<file path="config.mk">
export PLATFORM = sky130hd
export DESIGN_NAME = first_fit_page_allocator_core_flat
export DESIGN_NICKNAME = d
export VERILOG_FILES = /design/src/hw/rtl/ffpa_pkg.sv /design/src/hw/rtl/ffpa_cfg_if.sv /design/src/hw/rtl/ffpa_req_if.sv /design/src/hw/rtl/ffpa_rsp_if.sv /design/src/hw/rtl/ffpa_ram.sv /design/src/hw/rtl/first_fit_page_allocator_core.sv /design/src/flat_wrapper.sv
export SDC_FILE = /design/constraint.sdc
export NUM_CORES = 2
export LEC_CHECK = 0
export ABC_AREA = 1
export ABC_CLOCK_PERIOD_IN_PS = 7100
export BUFFER_PORTS_ARGS = -buffer_cell sky130_fd_sc_hd__buf_2
export CAP_MARGIN = 5
export CORE_MARGIN = 2
export CORE_UTILIZATION = 40
export CTS_CLUSTER_DIAMETER = 80
export CTS_CLUSTER_SIZE = 16
export DETAILED_ROUTE_END_ITERATION = 6
export HOLD_SLACK_MARGIN = 0.1
export SKIP_LAST_GASP = 1
export SYNTH_ARGS = -nofsm -noshare
export SYNTH_HDL_FRONTEND = slang
export SYNTH_SLANG_ARGS = --single-unit
</file>
<file path="constraint.sdc">
create_clock -name i_clk -period 7.1 [get_ports i_clk]
set_input_delay 0.71 -clock i_clk [delete_from_list [all_inputs] [get_ports i_clk]]
set_output_delay 0.71 -clock i_clk [all_outputs]
set_load 0.05 [all_outputs]
</file>
<file path="src/hw/rtl/ffpa_pkg.sv">
// Shared constants, operation codes and sequencer state type for the page allocator.
// No dependencies; compiled first.
package ffpa_pkg;

    // Fixed field widths of the request, response and configuration beats
    localparam int KIND_W = 2;
    localparam int PAGE_W = 10;
    localparam int CNT_W  = 11;

    // Built page count and bitmap word width (pages per memory row)
    localparam int MAX_PAGES_DEF = 1024;
    localparam int WORD_W        = 16;

    localparam logic [CNT_W-1:0] ACTIVE_RESET = 11'd1024;

    // Operation codes
    localparam logic [KIND_W-1:0] KIND_ALLOC = 2'd0;
    localparam logic [KIND_W-1:0] KIND_FREE  = 2'd1;
    localparam logic [KIND_W-1:0] KIND_INIT  = 2'd2;

    typedef enum logic [2:0] {
        S_CLEAR,
        S_IDLE,
        S_SCAN,
        S_MSTART,
        S_MARK,
        S_DONE
    } t_state;

endpackage

</file>
<file path="src/hw/rtl/ffpa_cfg_if.sv">
// Configuration write channel: valid/ready plus the active page count.
// Depends on ffpa_pkg.
interface ffpa_cfg_if
    import ffpa_pkg::*;
();
    logic             valid;
    logic             ready;
    logic [CNT_W-1:0] data;

    modport source (output valid, output data, input ready);
    modport sink   (input valid, input data, output ready);
endinterface

</file>
<file path="src/hw/rtl/ffpa_req_if.sv">
// Request channel: one beat per allocate, free or initialise operation.
// Depends on ffpa_pkg.
interface ffpa_req_if
    import ffpa_pkg::*;
();
    logic              valid;
    logic              ready;
    logic [KIND_W-1:0] kind;
    logic [PAGE_W-1:0] start_page;
    logic [CNT_W-1:0]  page_count;

    modport source (output valid, output kind, output start_page, output page_count,
                    input ready);
    modport sink   (input valid, input kind, input start_page, input page_count,
                    output ready);
endinterface

</file>
<file path="src/hw/rtl/ffpa_rsp_if.sv">
// Response channel: one beat per request, carrying status, run start and free count.
// Depends on ffpa_pkg.
interface ffpa_rsp_if
    import ffpa_pkg::*;
();
    logic              valid;
    logic              ready;
    logic              success;
    logic [PAGE_W-1:0] run_start;
    logic [CNT_W-1:0]  free_total;

    modport source (output valid, output success, output run_start, output free_total,
                    input ready);
    modport sink   (input valid, input success, input run_start, input free_total,
                    output ready);
endinterface

</file>
<file path="src/hw/rtl/ffpa_ram.sv">
// Generic single-write, single-read RAM with registered read data.
// Depends on ffpa_pkg for default sizes only.
module ffpa_ram
    import ffpa_pkg::*;
#(
    parameter int WIDTH = WORD_W,
    parameter int DEPTH = MAX_PAGES_DEF / WORD_W,
    localparam int AW   = (DEPTH > 1) ? $clog2(DEPTH) : 1
) (
    input  logic             i_clk,
    input  logic             i_we,
    input  logic [AW-1:0]    i_waddr,
    input  logic [WIDTH-1:0] i_wdata,
    input  logic [AW-1:0]    i_raddr,
    output logic [WIDTH-1:0] o_rdata
);

    logic [WIDTH-1:0] r_mem [DEPTH];
    logic [WIDTH-1:0] r_rdata;

    always_ff @(posedge i_clk) begin
        if (i_we) begin
            r_mem[i_waddr] <= i_wdata;
        end
        r_rdata <= r_mem[i_raddr];
    end

    assign o_rdata = r_rdata;

endmodule

</file>
<file path="src/hw/rtl/first_fit_page_allocator_core.sv">
// First-fit contiguous page allocator: taken bitmap in a word-wide RAM, one row per cycle.
// Throughput: one item at a time; next request beat the cycle after the response loads.
// Reset: synchronous active low; counter to zero, active pages to 1024, then a clearing
//   pass over every bitmap row before the first request beat.
module first_fit_page_allocator_core
    import ffpa_pkg::*;
#(
    parameter int MAX_PAGES = MAX_PAGES_DEF
) (
    input  logic       i_clk,
    input  logic       i_rst_n,
    ffpa_cfg_if.sink   i_cfg,
    ffpa_req_if.sink   i_req,
    ffpa_rsp_if.source o_rsp
);

    // Widths: CW holds 0..MAX_PAGES, PW a page index, XW room for sums of counts
    localparam int CW   = $clog2(MAX_PAGES + 1);
    localparam int PW   = $clog2(MAX_PAGES);
    localparam int XW   = ((CW > CNT_W) ? CW : CNT_W) + 1;
    localparam int LW   = $clog2(WORD_W);
    localparam int ROWS = (MAX_PAGES + WORD_W - 1) / WORD_W;
    localparam int RW   = (ROWS > 1) ? $clog2(ROWS) : 1;
    localparam logic [XW-1:0] MAX_X    = XW'(MAX_PAGES);
    localparam logic [RW-1:0] LAST_ROW = RW'(ROWS - 1);

    // ------------------------------------------------------------------
    // State
    // ------------------------------------------------------------------
    t_state             r_state, n_state;
    logic [CNT_W-1:0]   r_active;
    logic [CW-1:0]      r_free, n_free;
    logic [RW-1:0]      r_row, n_row;       // current bitmap row
    logic [XW-1:0]      r_run, n_run;       // free run carried in from earlier rows
    logic [XW-1:0]      r_count, n_count;   // requested page count
    logic [PW-1:0]      r_lo, n_lo;         // page range being marked or cleared
    logic [PW-1:0]      r_hi, n_hi;
    logic               r_set, n_set;       // 1 marks taken, 0 clears
    logic               r_ok, n_ok;
    logic [PAGE_W-1:0]  r_run_start, n_run_start;

    // Response holding register, parts the sequencer from the consumer
    logic               r_out_valid;
    logic               r_out_success;
    logic [PAGE_W-1:0]  r_out_run_start;
    logic [CNT_W-1:0]   r_out_free;

    // Bitmap RAM
    logic               ram_we;
    logic [RW-1:0]      ram_waddr;
    logic [WORD_W-1:0]  ram_wdata;
    logic [RW-1:0]      ram_raddr;
    logic [WORD_W-1:0]  ram_rdata;

    ffpa_ram #(
        .WIDTH (WORD_W),
        .DEPTH (ROWS)
    ) u_map (
        .i_clk   (i_clk),
        .i_we    (ram_we),
        .i_waddr (ram_waddr),
        .i_wdata (ram_wdata),
        .i_raddr (ram_raddr),
        .o_rdata (ram_rdata)
    );

    // ------------------------------------------------------------------
    // Request decode
    // ------------------------------------------------------------------
    logic            req_beat;
    logic            load_out;
    logic [XW-1:0]   act;
    logic [XW-1:0]   req_start_x, req_cnt_x, req_end_x, req_lim, req_end_c;
    logic            req_range_ne;
    logic [XW-1:0]   free_sum;

    assign i_req.ready = (r_state == S_IDLE);
    assign i_cfg.ready = 1'b1;
    assign req_beat    = i_req.valid && i_req.ready;

    // Active count clamps to the built map size
    assign act = (XW'(r_active) > MAX_X) ? MAX_X : XW'(r_active);

    assign req_start_x = XW'(i_req.start_page);
    assign req_cnt_x   = XW'(i_req.page_count);
    assign req_end_x   = req_start_x + req_cnt_x;
    // free stops at the active count, initialise at the end of the map
    assign req_lim     = (i_req.kind == KIND_FREE) ? act : MAX_X;
    assign req_end_c   = (req_end_x > req_lim) ? req_lim : req_end_x;
    assign req_range_ne = req_start_x < req_end_c;
    assign free_sum    = XW'(r_free) + req_cnt_x;

    // ------------------------------------------------------------------
    // Row scan: find the lowest page ending a free run of r_count pages
    // ------------------------------------------------------------------
    logic [XW-1:0]     base_x;
    logic [WORD_W-1:0] free_vec;
    logic [WORD_W-1:0] hit_vec;
    logic              hit_any;
    logic [LW-1:0]     hit_idx;
    logic [XW-1:0]     hit_end_x, hit_lo_x;
    logic [XW-1:0]     run_out;
    logic              scan_end;
    logic [XW-1:0]     alloc_free;

    assign base_x = XW'({r_row, {LW{1'b0}}});

    // Pages past the active count count as taken, so no run crosses them
    always_comb begin
        for (int j = 0; j < WORD_W; j++) begin
            free_vec[j] = !ram_rdata[j] && ((base_x + XW'(j)) < act);
        end
    end

    always_comb begin : scan_eval
        logic [WORD_W-1:0] lowm;
        logic [WORD_W-1:0] win;
        logic [LW:0]       sh;
        hit_vec = '0;
        for (int j = 0; j < WORD_W; j++) begin
            lowm = {WORD_W{1'b1}} >> (WORD_W - 1 - j);
            win  = '0;
            sh   = '0;
            if (r_count <= XW'(j + 1)) begin
                // run lies wholly within this row
                sh         = (LW + 1)'(j + 1) - r_count[LW:0];
                win        = lowm & ({WORD_W{1'b1}} << sh);
                hit_vec[j] = ((free_vec & win) == win);
            end else begin
                // run continues from earlier rows
                hit_vec[j] = (&(free_vec | ~lowm)) && ((r_run + XW'(j + 1)) >= r_count);
            end
        end
    end

    always_comb begin : scan_pick
        logic [LW-1:0] top_taken;
        logic [LW-1:0] top_free;
        logic          any_taken;
        hit_idx   = '0;
        top_taken = '0;
        any_taken = 1'b0;
        for (int j = WORD_W - 1; j >= 0; j--) begin
            if (hit_vec[j]) begin
                hit_idx = LW'(j);
            end
        end
        for (int k = 0; k < WORD_W; k++) begin
            if (!free_vec[k]) begin
                top_taken = LW'(k);
                any_taken = 1'b1;
            end
        end
        // free pages above the highest taken one
        top_free = ~top_taken;
        run_out  = any_taken ? XW'(top_free) : (r_run + XW'(WORD_W));
    end

    assign hit_any    = |hit_vec;
    assign hit_end_x  = base_x + XW'(hit_idx);
    assign hit_lo_x   = hit_end_x + XW'(1) - r_count;
    assign scan_end   = (base_x + XW'(WORD_W)) >= act;
    assign alloc_free = (XW'(r_free) > r_count) ? (XW'(r_free) - r_count) : '0;

    // ------------------------------------------------------------------
    // Range marking: mask of the current row that falls inside [r_lo, r_hi]
    // ------------------------------------------------------------------
    logic [RW-1:0]     lo_row, hi_row;
    logic [LW-1:0]     lo_bit, hi_bit;
    logic [WORD_W-1:0] row_mask;

    assign lo_row   = RW'(r_lo >> LW);
    assign hi_row   = RW'(r_hi >> LW);
    assign lo_bit   = (r_row == lo_row) ? LW'(r_lo) : '0;
    assign hi_bit   = (r_row == hi_row) ? ~LW'(r_hi) : '0;
    assign row_mask = ({WORD_W{1'b1}} << lo_bit) & ({WORD_W{1'b1}} >> hi_bit);

    // ------------------------------------------------------------------
    // Sequencer: next state
    // ------------------------------------------------------------------
    assign load_out = (r_state == S_DONE) && (!r_out_valid || o_rsp.ready);

    always_comb begin
        n_state = r_state;
        case (r_state)
            S_CLEAR: begin
                if (r_row == LAST_ROW) n_state = S_IDLE;
            end
            S_IDLE: begin
                if (req_beat) begin
                    case (i_req.kind)
                        KIND_ALLOC: begin
                            n_state = (req_cnt_x != '0 && req_cnt_x <= act) ? S_SCAN : S_DONE;
                        end
                        KIND_FREE, KIND_INIT: begin
                            n_state = req_range_ne ? S_MSTART : S_DONE;
                        end
                        default: n_state = S_DONE;
                    endcase
                end
            end
            S_SCAN: begin
                if (hit_any) begin
                    n_state = S_MSTART;
                end else if (scan_end) begin
                    n_state = S_DONE;
                end
            end
            S_MSTART: n_state = S_MARK;
            S_MARK: begin
                if (r_row == hi_row) n_state = S_DONE;
            end
            S_DONE: begin
                if (load_out) n_state = S_IDLE;
            end
            default: n_state = S_IDLE;
        endcase
    end

    // ------------------------------------------------------------------
    // Sequencer: datapath updates and RAM control
    // ------------------------------------------------------------------
    always_comb begin
        n_row       = r_row;
        n_run       = r_run;
        n_count     = r_count;
        n_lo        = r_lo;
        n_hi        = r_hi;
        n_set       = r_set;
        n_ok        = r_ok;
        n_run_start = r_run_start;
        n_free      = r_free;
        ram_we      = 1'b0;
        ram_waddr   = r_row;
        ram_wdata   = '0;
        ram_raddr   = '0;
        case (r_state)
            S_CLEAR: begin
                ram_we = 1'b1;
                n_row  = (r_row == LAST_ROW) ? '0 : r_row + RW'(1);
            end
            S_IDLE: begin
                if (req_beat) begin
                    n_row       = '0;
                    n_run       = '0;
                    n_count     = req_cnt_x;
                    n_ok        = 1'b0;
                    n_run_start = '0;
                    n_set       = 1'b0;
                    n_lo        = PW'(req_start_x);
                    n_hi        = PW'(req_end_c - XW'(1));
                    case (i_req.kind)
                        KIND_FREE: begin
                            if (req_start_x < act) begin
                                n_ok   = 1'b1;
                                n_free = CW'((free_sum > MAX_X) ? MAX_X : free_sum);
                            end
                        end
                        KIND_INIT: begin
                            n_ok   = 1'b1;
                            n_free = CW'((req_cnt_x > MAX_X) ? MAX_X : req_cnt_x);
                        end
                        default: ;
                    endcase
                end
            end
            S_SCAN: begin
                ram_raddr = r_row + RW'(1);
                if (hit_any) begin
                    n_lo        = PW'(hit_lo_x);
                    n_hi        = PW'(hit_end_x);
                    n_set       = 1'b1;
                    n_ok        = 1'b1;
                    n_run_start = PAGE_W'(hit_lo_x);
                    n_free      = CW'(alloc_free);
                end else begin
                    n_row = r_row + RW'(1);
                    n_run = run_out;
                end
            end
            S_MSTART: begin
                ram_raddr = lo_row;
                n_row     = lo_row;
            end
            S_MARK: begin
                // read-modify-write, next row's read overlaps this row's write
                ram_raddr = r_row + RW'(1);
                ram_we    = 1'b1;
                ram_wdata = r_set ? (ram_rdata | row_mask) : (ram_rdata & ~row_mask);
                n_row     = r_row + RW'(1);
            end
            default: ;
        endcase
    end

    // ------------------------------------------------------------------
    // Registers
    // ------------------------------------------------------------------
    always_ff @(posedge i_clk) begin
        if (!i_rst_n) begin
            r_state     <= S_CLEAR;
            r_row       <= '0;
            r_active    <= ACTIVE_RESET;
            r_free      <= '0;
            r_out_valid <= 1'b0;
        end else begin
            r_state <= n_state;
            r_row   <= n_row;
            r_free  <= n_free;
            if (i_cfg.valid && i_cfg.ready) begin
                r_active <= i_cfg.data;
            end
            if (load_out) begin
                r_out_valid <= 1'b1;
            end else if (o_rsp.ready) begin
                r_out_valid <= 1'b0;
            end
        end
    end

    always_ff @(posedge i_clk) begin
        r_run       <= n_run;
        r_count     <= n_count;
        r_lo        <= n_lo;
        r_hi        <= n_hi;
        r_set       <= n_set;
        r_ok        <= n_ok;
        r_run_start <= n_run_start;
        if (load_out) begin
            r_out_success   <= r_ok;
            r_out_run_start <= r_run_start;
            r_out_free      <= CNT_W'(XW'(r_free));
        end
    end

    assign o_rsp.valid      = r_out_valid;
    assign o_rsp.success    = r_out_success;
    assign o_rsp.run_start  = r_out_run_start;
    assign o_rsp.free_total = r_out_free;

    // ------------------------------------------------------------------
    // Checks
    // ------------------------------------------------------------------
`ifndef SYNTHESIS
    // counter never passes the built map size
    a_free_bound: assert property (@(posedge i_clk) disable iff (!i_rst_n)
        XW'(r_free) <= MAX_X)
        else $error("free counter above map size");

    // marking only touches rows of the recorded range
    a_mark_rows: assert property (@(posedge i_clk) disable iff (!i_rst_n)
        (r_state == S_MARK) |-> (r_row >= lo_row && r_row <= hi_row))
        else $error("mark row outside range");

    // a granted run is exactly the requested length
    a_run_len: assert property (@(posedge i_clk) disable iff (!i_rst_n)
        (r_state == S_SCAN && hit_any) |=> ((XW'(r_hi) - XW'(r_lo) + XW'(1)) == r_count))
        else $error("granted run length mismatch");

    // no result beat is dropped while the consumer stalls
    a_hold_done: assert property (@(posedge i_clk) disable iff (!i_rst_n)
        (r_state == S_DONE && r_out_valid && !o_rsp.ready) |=> (r_state == S_DONE))
        else $error("result overwritten under stall");
`endif

endmodule

</file>
<file path="src/flat_wrapper.sv">
// flat-port wrapper written by rule: the top's interface ports become plain ports
module first_fit_page_allocator_core_flat import ffpa_pkg::*;
#(
    parameter int MAX_PAGES = MAX_PAGES_DEF
)
  (i_clk, i_rst_n, i_cfg_valid, i_cfg_data, i_cfg_ready, i_req_valid, i_req_kind, i_req_start_page, i_req_page_count, i_req_ready, o_rsp_valid, o_rsp_success, o_rsp_run_start, o_rsp_free_total, o_rsp_ready);
  ffpa_cfg_if i_cfg_i ();
  ffpa_req_if i_req_i ();
  ffpa_rsp_if o_rsp_i ();
  input  logic i_clk;
  input  logic i_rst_n;
  input wire logic [$bits(i_cfg_i.valid)-1:0] i_cfg_valid;
  input wire logic [$bits(i_cfg_i.data)-1:0] i_cfg_data;
  output wire logic [$bits(i_cfg_i.ready)-1:0] i_cfg_ready;
  input wire logic [$bits(i_req_i.valid)-1:0] i_req_valid;
  input wire logic [$bits(i_req_i.kind)-1:0] i_req_kind;
  input wire logic [$bits(i_req_i.start_page)-1:0] i_req_start_page;
  input wire logic [$bits(i_req_i.page_count)-1:0] i_req_page_count;
  output wire logic [$bits(i_req_i.ready)-1:0] i_req_ready;
  output wire logic [$bits(o_rsp_i.valid)-1:0] o_rsp_valid;
  output wire logic [$bits(o_rsp_i.success)-1:0] o_rsp_success;
  output wire logic [$bits(o_rsp_i.run_start)-1:0] o_rsp_run_start;
  output wire logic [$bits(o_rsp_i.free_total)-1:0] o_rsp_free_total;
  input wire logic [$bits(o_rsp_i.ready)-1:0] o_rsp_ready;
  assign i_cfg_i.valid = i_cfg_valid;
  assign i_cfg_i.data = i_cfg_data;
  assign i_cfg_ready = i_cfg_i.ready;
  assign i_req_i.valid = i_req_valid;
  assign i_req_i.kind = i_req_kind;
  assign i_req_i.start_page = i_req_start_page;
  assign i_req_i.page_count = i_req_page_count;
  assign i_req_ready = i_req_i.ready;
  assign o_rsp_valid = o_rsp_i.valid;
  assign o_rsp_success = o_rsp_i.success;
  assign o_rsp_run_start = o_rsp_i.run_start;
  assign o_rsp_free_total = o_rsp_i.free_total;
  assign o_rsp_i.ready = o_rsp_ready;
  first_fit_page_allocator_core #(.MAX_PAGES(MAX_PAGES)) u_core (.i_clk(i_clk), .i_rst_n(i_rst_n), .i_cfg(i_cfg_i), .i_req(i_req_i), .o_rsp(o_rsp_i));
endmodule
</file>
---- Word-level counts from Yosys, hierarchy flattened ----
Memories as Yosys holds them, arrays and structs flattened. A register that Yosys moved wholly into a read port is not among the register bits.
Cells that the tools add are included.
W data, S select, Z words.
storage, ports and cells
  flip-flop bits (word level) ............. 109
  memory bits (writable) .................. 1024
  logic and storage cells ................. 405
  memories kept ........................... 1
memories
  name                words  bits a word  read ports  clocked after Yosys merged registers in  write ports  RTL line        RTL
  u_core.u_map.r_mem  64     16           1           1                                        1            ffpa_ram.sv:18  logic [WIDTH-1:0] r_mem [DEPTH];
cells by class
  add/subtract/negate cells ............... 56
  order comparisons ....................... 57
  equal/unequal tests ..................... 35
  shift-type cells ........................ 18
  multiplexer cells ....................... 117
  bitwise logic cells ..................... 22
  reduce and logical (&&, ||, !) cells .... 84
operator list
  operator                 number
  $ge A12 B11 Y1           16
  $lt A12 B12 Y1           15
  $mux W4                  26
  $add A12 B4 Y12 const B  8
  $add A10 B4 Y11 const B  8
  $le A11 B4 Y1 const B    8
  $mux W11                 7
  $mux W12                 5
  $pmux W10 S2             3
  $mux W10                 5
  $add A12 B3 Y12 const B  4
  $and A16 B16 Y16         3
  $add A10 B3 Y11 const B  4
  $le A11 B3 Y1 const B    4
  $pmux W11 S2             2
  $mux W1                  42
  $sub A4 B5 Y5 const A    8
  $lt A10 B12 Y1           3
  $mux W3                  12
  $logic_and A1 B1 Y1      35
  $mux W16                 2
  $pmux W6 S5              1
  $add A12 B2 Y12 const B  2
  $pmux W12 S2             1
  119 further kinds        165

---- Depth between registers and ports, before layout ----
  depth in word-level cells ............... 28
  gate-level depth with buffers ........... 53

---- By module ----
Synthesis repeated with hierarchy kept, for this count alone.
unflattened totals
  cells, all modules ...................... 6112
  area total of the unflattened synthesis .. 59808.6 µm²
by module, submodules not included
  module                         instances  cells each  area an instance (µm²)  seq. area each (µm²)
  ffpa_ram                       1          3517        42099.1                 31069.8
  first_fit_page_allocator_core  1          2595        17709.5                 2952.8

---- Worst setup path after synthesis ----
No wires, ideal clock.
  kind .................................... register to register
  start point ............................. register u_core.r_active[2]
  end point ............................... register u_core.r_lo[9] (data pin)
  arrival time ............................ 5.537 ns
  required time ........................... 6.839 ns
  slack ................................... 1.302 ns
  stages on the path, launching flop included .. 46
  buffers on the path ..................... 2
  period minus slack after synthesis ...... 5.798 ns
  cell sequence ........................... dfxtp_1 -> buf_4 -> nor2_2 -> nand3_2 -> o21bai_4 -> clkbuf_1 -> nand2_1 -> ha_1 -> nand2_1 -> inv_2 -> nand2_1 -> nand2_1 -> nand2_2 -> nand2_4 -> a21oi_4 -> nand2_2 -> inv_2 -> nand2_1 -> [... 10 more ...] -> nand2_1 -> nand2_1 -> ha_1 -> inv_1 -> ha_1 -> inv_1 -> fa_1 -> o31ai_1 -> inv_1 -> nor2_1 -> nor2_1 -> nor2_1 -> nor2_1 -> nor2_1 -> o21a_1 -> nor2_1 -> nor2_1 -> o21ai_0
on the way
  cells in the longest elaborated chain, start to end .. 28
  elaborated cells between the ends (all ways) .. 134
  those cells by class .................... add/sub: 3; order compare: 17; eq/ne: 16; mux: 35; bitwise: 16; reduce/logical: 47
RTL lines
  item                                                    RTL line                                                                    RTL
  start, declared                                         first_fit_page_allocator_core.sv:31                                         logic [CNT_W-1:0] r_active;
  start signal, assigned                                  first_fit_page_allocator_core.sv:311                                        r_active <= i_cfg.data;
  $gt A11 B11 Y1                                          first_fit_page_allocator_core.sv:82                                         assign act = (XW'(r_active) > MAX_X) ? MAX_X : XW'(r_active);
  $mux W11 *                                              first_fit_page_allocator_core.sv:82
  $lt A10 B12 Y1 or $lt A12 B12 Y1 (tied branches)        first_fit_page_allocator_core.sv:111                                        free_vec[j] = !ram_rdata[j] && ((base_x + XW'(j)) < act);
  $logic_and A1 B1 Y1                                     first_fit_page_allocator_core.sv:111
  $and A16 B16 Y16 or $reduce_and A16 Y1 (tied branches)  first_fit_page_allocator_core.sv:128, first_fit_page_allocator_core.sv:131
  $eq A16 B16 Y1 or $logic_and A1 B1 Y1 (tied branches)   first_fit_page_allocator_core.sv:128, first_fit_page_allocator_core.sv:131
  $mux W1                                                 first_fit_page_allocator_core.sv:124                                        if (r_count <= XW'(j + 1)) begin
  $mux W4 (15 in a row)                                   first_fit_page_allocator_core.sv:144                                        if (hit_vec[j]) begin
  $mux W4 *                                               first_fit_page_allocator_core.sv:144
  $add A10 B4 Y10 *                                       first_fit_page_allocator_core.sv:160                                        assign hit_end_x = base_x + XW'(hit_idx);
  $add A10 B1 Y10 *                                       first_fit_page_allocator_core.sv:161                                        assign hit_lo_x = hit_end_x + XW'(1) - r_count;
  $sub A10 B10 Y10 *                                      first_fit_page_allocator_core.sv:161
  $mux W10 *                                              first_fit_page_allocator_core.sv:269                                        if (hit_any) begin
  $pmux W10 S2 *                                          first_fit_page_allocator_core.sv:237                                        case (r_state)
  via u_core.n_lo[9]                                      first_fit_page_allocator_core.sv:36                                         logic [PW-1:0] r_lo, n_lo;
  end signal, assigned                                    first_fit_page_allocator_core.sv:324                                        r_lo <= n_lo;
  end, declared                                           first_fit_page_allocator_core.sv:36
The timed path passes the listed nets; every way through them passes the cells marked *. The select of a mux whose other input is x is not followed.
A chain may end at the register's enable or synchronous reset.

---- Final worst setup path ----
  start point ............................. register u_core.r_active[1]
  end point ............................... register u_core.r_lo[9] (data pin)
The elaborated chain is that of the path after synthesis.

==> results.toml <==
[status]
status = "finished clean"

[setup_path]
crit_slowest_cell = "fa_1"
crit_type = "register to register"
reg2reg_depth = 47
cp-end-kind = "register"
cp_common_cell = "nand2_1"
rrSetupSlack_ps = 600
crit_arrival_ps = 6960
startpoint_type = "register"
slowest_delay_ps = 420
required_ps = 7560
path_max_fanout = 10

[grt]
grt_pass1_vias = 40360
grt_max_degree = 193
grt_pass1_wl_um = 270000
grtUsageTotal = 0.244
overflow = 0
antenna_found_initial = 3

[logic_synthesis]
synthArstFlopShare = 0
yosys_warnings = 0
ys_types = 73
synth.yosys.seq_area_share = 0.586
syn_area_mm2 = 0.0580
synth_edf_count = 1101
synth.avg_cell_area_um2 = 10.5
synthFlopType = "edfxtp_1"
synth_cells = 5516
synth_seq_cells = 1149
synth_fp_nets = 5863

[place]
gp_congestion = 0.973
numPlacedInstances = 7366
dp_hpwl_um = 118000
dp_slack_ps = 289
io_buffers = 62

[layout]
drive_gt1_frac = 0.0915
multi_input_area_mm2 = 0.0218
nets = 5904
fill_cells = 13417
diodes = 0
register_area_mm2 = 0.0340
synthToLayoutAreaGrowth_pct = 10.0
postLayoutCoreUtil = 0.444
stdcell_count = 7487

[floorplan]
core_mm2 = 0.144
design.die.area_mm2 = 0.148
ios = 64
die_width_um = 385
die_y_um = 385
rows = 139
initial_core_util = 0.403

[cts]
cts_tree = "done"
htree_levels = 3
cts_hold_buf = 0
root_buffer = "clkbuf_16"
clockBufferDepth = 3
clk_pin_slew_ps = 70
cts.sinks = 1149
numCtsBuffers = 86
insertion_delay_ps = 740

[power]
p_per_area_mw_per_mm2 = 202
p_comb_frac = 0.067
netSwitchingPower_mw = 3.03
clkPwrFrac = 0.361
p_int_mw = 9.89
p_leak_nw = 20.9
p_seq_frac = 0.572
ir_drop_v = 0.000247
switching_share = 0.235

[sta]
tns_ps = 0
setup_ws_ps = 599
clock_skew_ps = 68.5
relSlewSlack = 0.155
tightest_slew_ps = 1270
holdWs_ps = 292
hold_violations = 0
final-setup-viol-count = 0
rsz0062_at_grt = "true"
finalMaxSlewViolations = 0
fmax_ghz = 0.154
fin_crit_ps = 6500
finalCritPeriodShare = 0.916

[detailed_routing]
antenna_left = 0
first_iter_violations = 4412
wl_um = 185000
wl_per_cell_um = 24.7
drc = 0
firstDrtPassIters = 7
vias = 43500
viasPerCell = 5.81

[run]
maxCapViolCount = 0

[worst_hold_path]
hold_class = "primary input to register"
min_path_cells = 3
-- metrics by stage --
stage | power (mW) | area (um^2)
after floorplan | 8.07 | 58000
after detailed placement | 8.39 | 61300
after CTS | 13.0 | 63800
after global routing | 13.3 | 63900
final | 12.9 | 63900
after global placement | 8.38 | 61300
-- flip-flops by register name (all words and copies together) (netlist names), 3 cells and up --
signal,count
u_core.o_rsp.free_total,11
u_core.o_rsp.run_start,10
u_core.r_active,11
u_core.r_count,11
u_core.r_free,11
u_core.r_hi,10
u_core.r_lo,10
u_core.r_row,6
u_core.r_run,12
u_core.r_run_start,10
u_core.r_state,3
u_core.u_map.o_rdata,16
u_core.u_map.r_mem,1024
-- worst paths after layout --
check / end / start
setup / recovery: u_core.r_lo[9]$_DFFE_PP_ / u_core.r_active[1]$_SDFFE_PN0P_
hold / removal: u_core.r_active[8]$_SDFFE_PN0P_ / i_cfg_data[8]
setup reg to reg: u_core.r_lo[9]$_DFFE_PP_ / u_core.r_active[1]$_SDFFE_PN0P_
hold reg to reg: u_core.o_rsp.run_start[2]$_DFFE_PP_ / u_core.r_run_start[2]$_SDFFCE_PN0P_
-- critical path: cells and delay by family, from the launching register on --
kind | cells | cell delay, ps
simple gates | 33 | 3200
fa+ha+maj | 4 | 1120
compound gates | 6 | 1080
buf+inv | 4 | 430
flops | 1 | 360
-- power groups by stage --
stage | registers (mW) | clock network, mW | logic [mW]
after floorplan | 7.54 | 0 | 0.533
after global placement | 7.55 | 0 | 0.839
after detailed placement | 7.55 | 0 | 0.842
after CTS | 7.39 | 4.75 | 0.847
after global routing | 7.40 | 4.97 | 0.947
final | 7.39 | 4.66 | 0.867
-- layout by cell type, fill, tap and decap left out, drive strengths merged, types with 48 or more instances in the layout --
| cell type | synthesis | final |
|---|---|---|
| o22ai | 138 | 138 |
| xor2 | 110 | 110 |
| o211ai | 134 | 134 |
| o221ai | 131 | 131 |
| nor2 | 874 | 874 |
| nand3 | 227 | 227 |
| edfxtp | 1101 | 1101 |
| ha | 304 | 304 |
| nand2 | 548 | 548 |
| o21ai | 707 | 707 |
| clkbuf | 225 | 99 |
| buf | 61 | 238 |
| nand4 | 60 | 60 |
| inv | 369 | 374 |
| dfxtp | 48 | 48 |
| a21oi | 218 | 218 |
| nor3 | 58 | 58 |
-- per-layer routing --
metal  routed length, um  vias up  global-route usage
met2               85700     1636               0.389
met4                5780        6              0.0735
met5                  32        -                   0
met1               81100    21487               0.348
met3               12300      296              0.0319
li1                    -    20075                   -
-- kinds of logic (layout without fill, tap and decap cells) --
kind of cell / after synthesis / in the layout / synth area share
simple gates: 1802 / 1802 / 0.132
compound gates: 1465 / 1466 / 0.151
flops: 1149 / 1149 / 0.586
other cells: 1 / 1 / 0.0000646
buf+inv: 665 / 732 / 0.0446
fa+ha+maj: 308 / 308 / 0.0669
xor+xnor: 126 / 126 / 0.0191
-- area by class of cell --
class / instances / share of cell area
multi-input cells: 3703 / 0.341
clock inverters: 16 / 0.00427
clock buffers: 99 / 0.0348
flip-flops and latches: 1149 / 0.533
inverters: 379 / 0.0227
repair buffers: 238 / 0.0271
well taps: 1903 / 0.0373
-- synth_stat cells (all sizes together), types with 2 or more instances --
master	n	area share
a2111oi	4	0.00071
a211oi	26	0.0035
a21o	9	0.0012
a21oi	218	0.019
a221oi	9	0.0015
a22oi	5	0.00073
a311oi	4	0.00060
a31oi	29	0.0034
a32oi	2	0.00030
and2	3	0.00032
and3	3	0.00032
buf	61	0.0054
clkbuf	225	0.015
clkinv	10	0.00065
dfxtp	48	0.017
edfxtp	1101	0.57
fa	4	0.0014
ha	304	0.066
inv	369	0.024
nand2	548	0.037
nand3	227	0.021
nand3b	2	0.00026
nand4	60	0.0065
nor2	874	0.059
nor3	58	0.0051
nor3b	2	0.00026
nor4	12	0.0013
o2111a	2	0.00039
o2111ai	8	0.0012
o211ai	134	0.017
o21a	5	0.00065
o21ai	707	0.061
o21bai	15	0.0021
o221ai	131	0.020
o22ai	138	0.015
o31ai	12	0.0016
or2	12	0.0013
xnor2	16	0.0024
xor2	110	0.017
-- what timing repair did --
item / in CTS / in global routing
setup buffers: 0 / 5
gates resized for setup: 0 / 8
setup endpoints to repair: 0 / 6
Power figures use the tool's default switching activity.
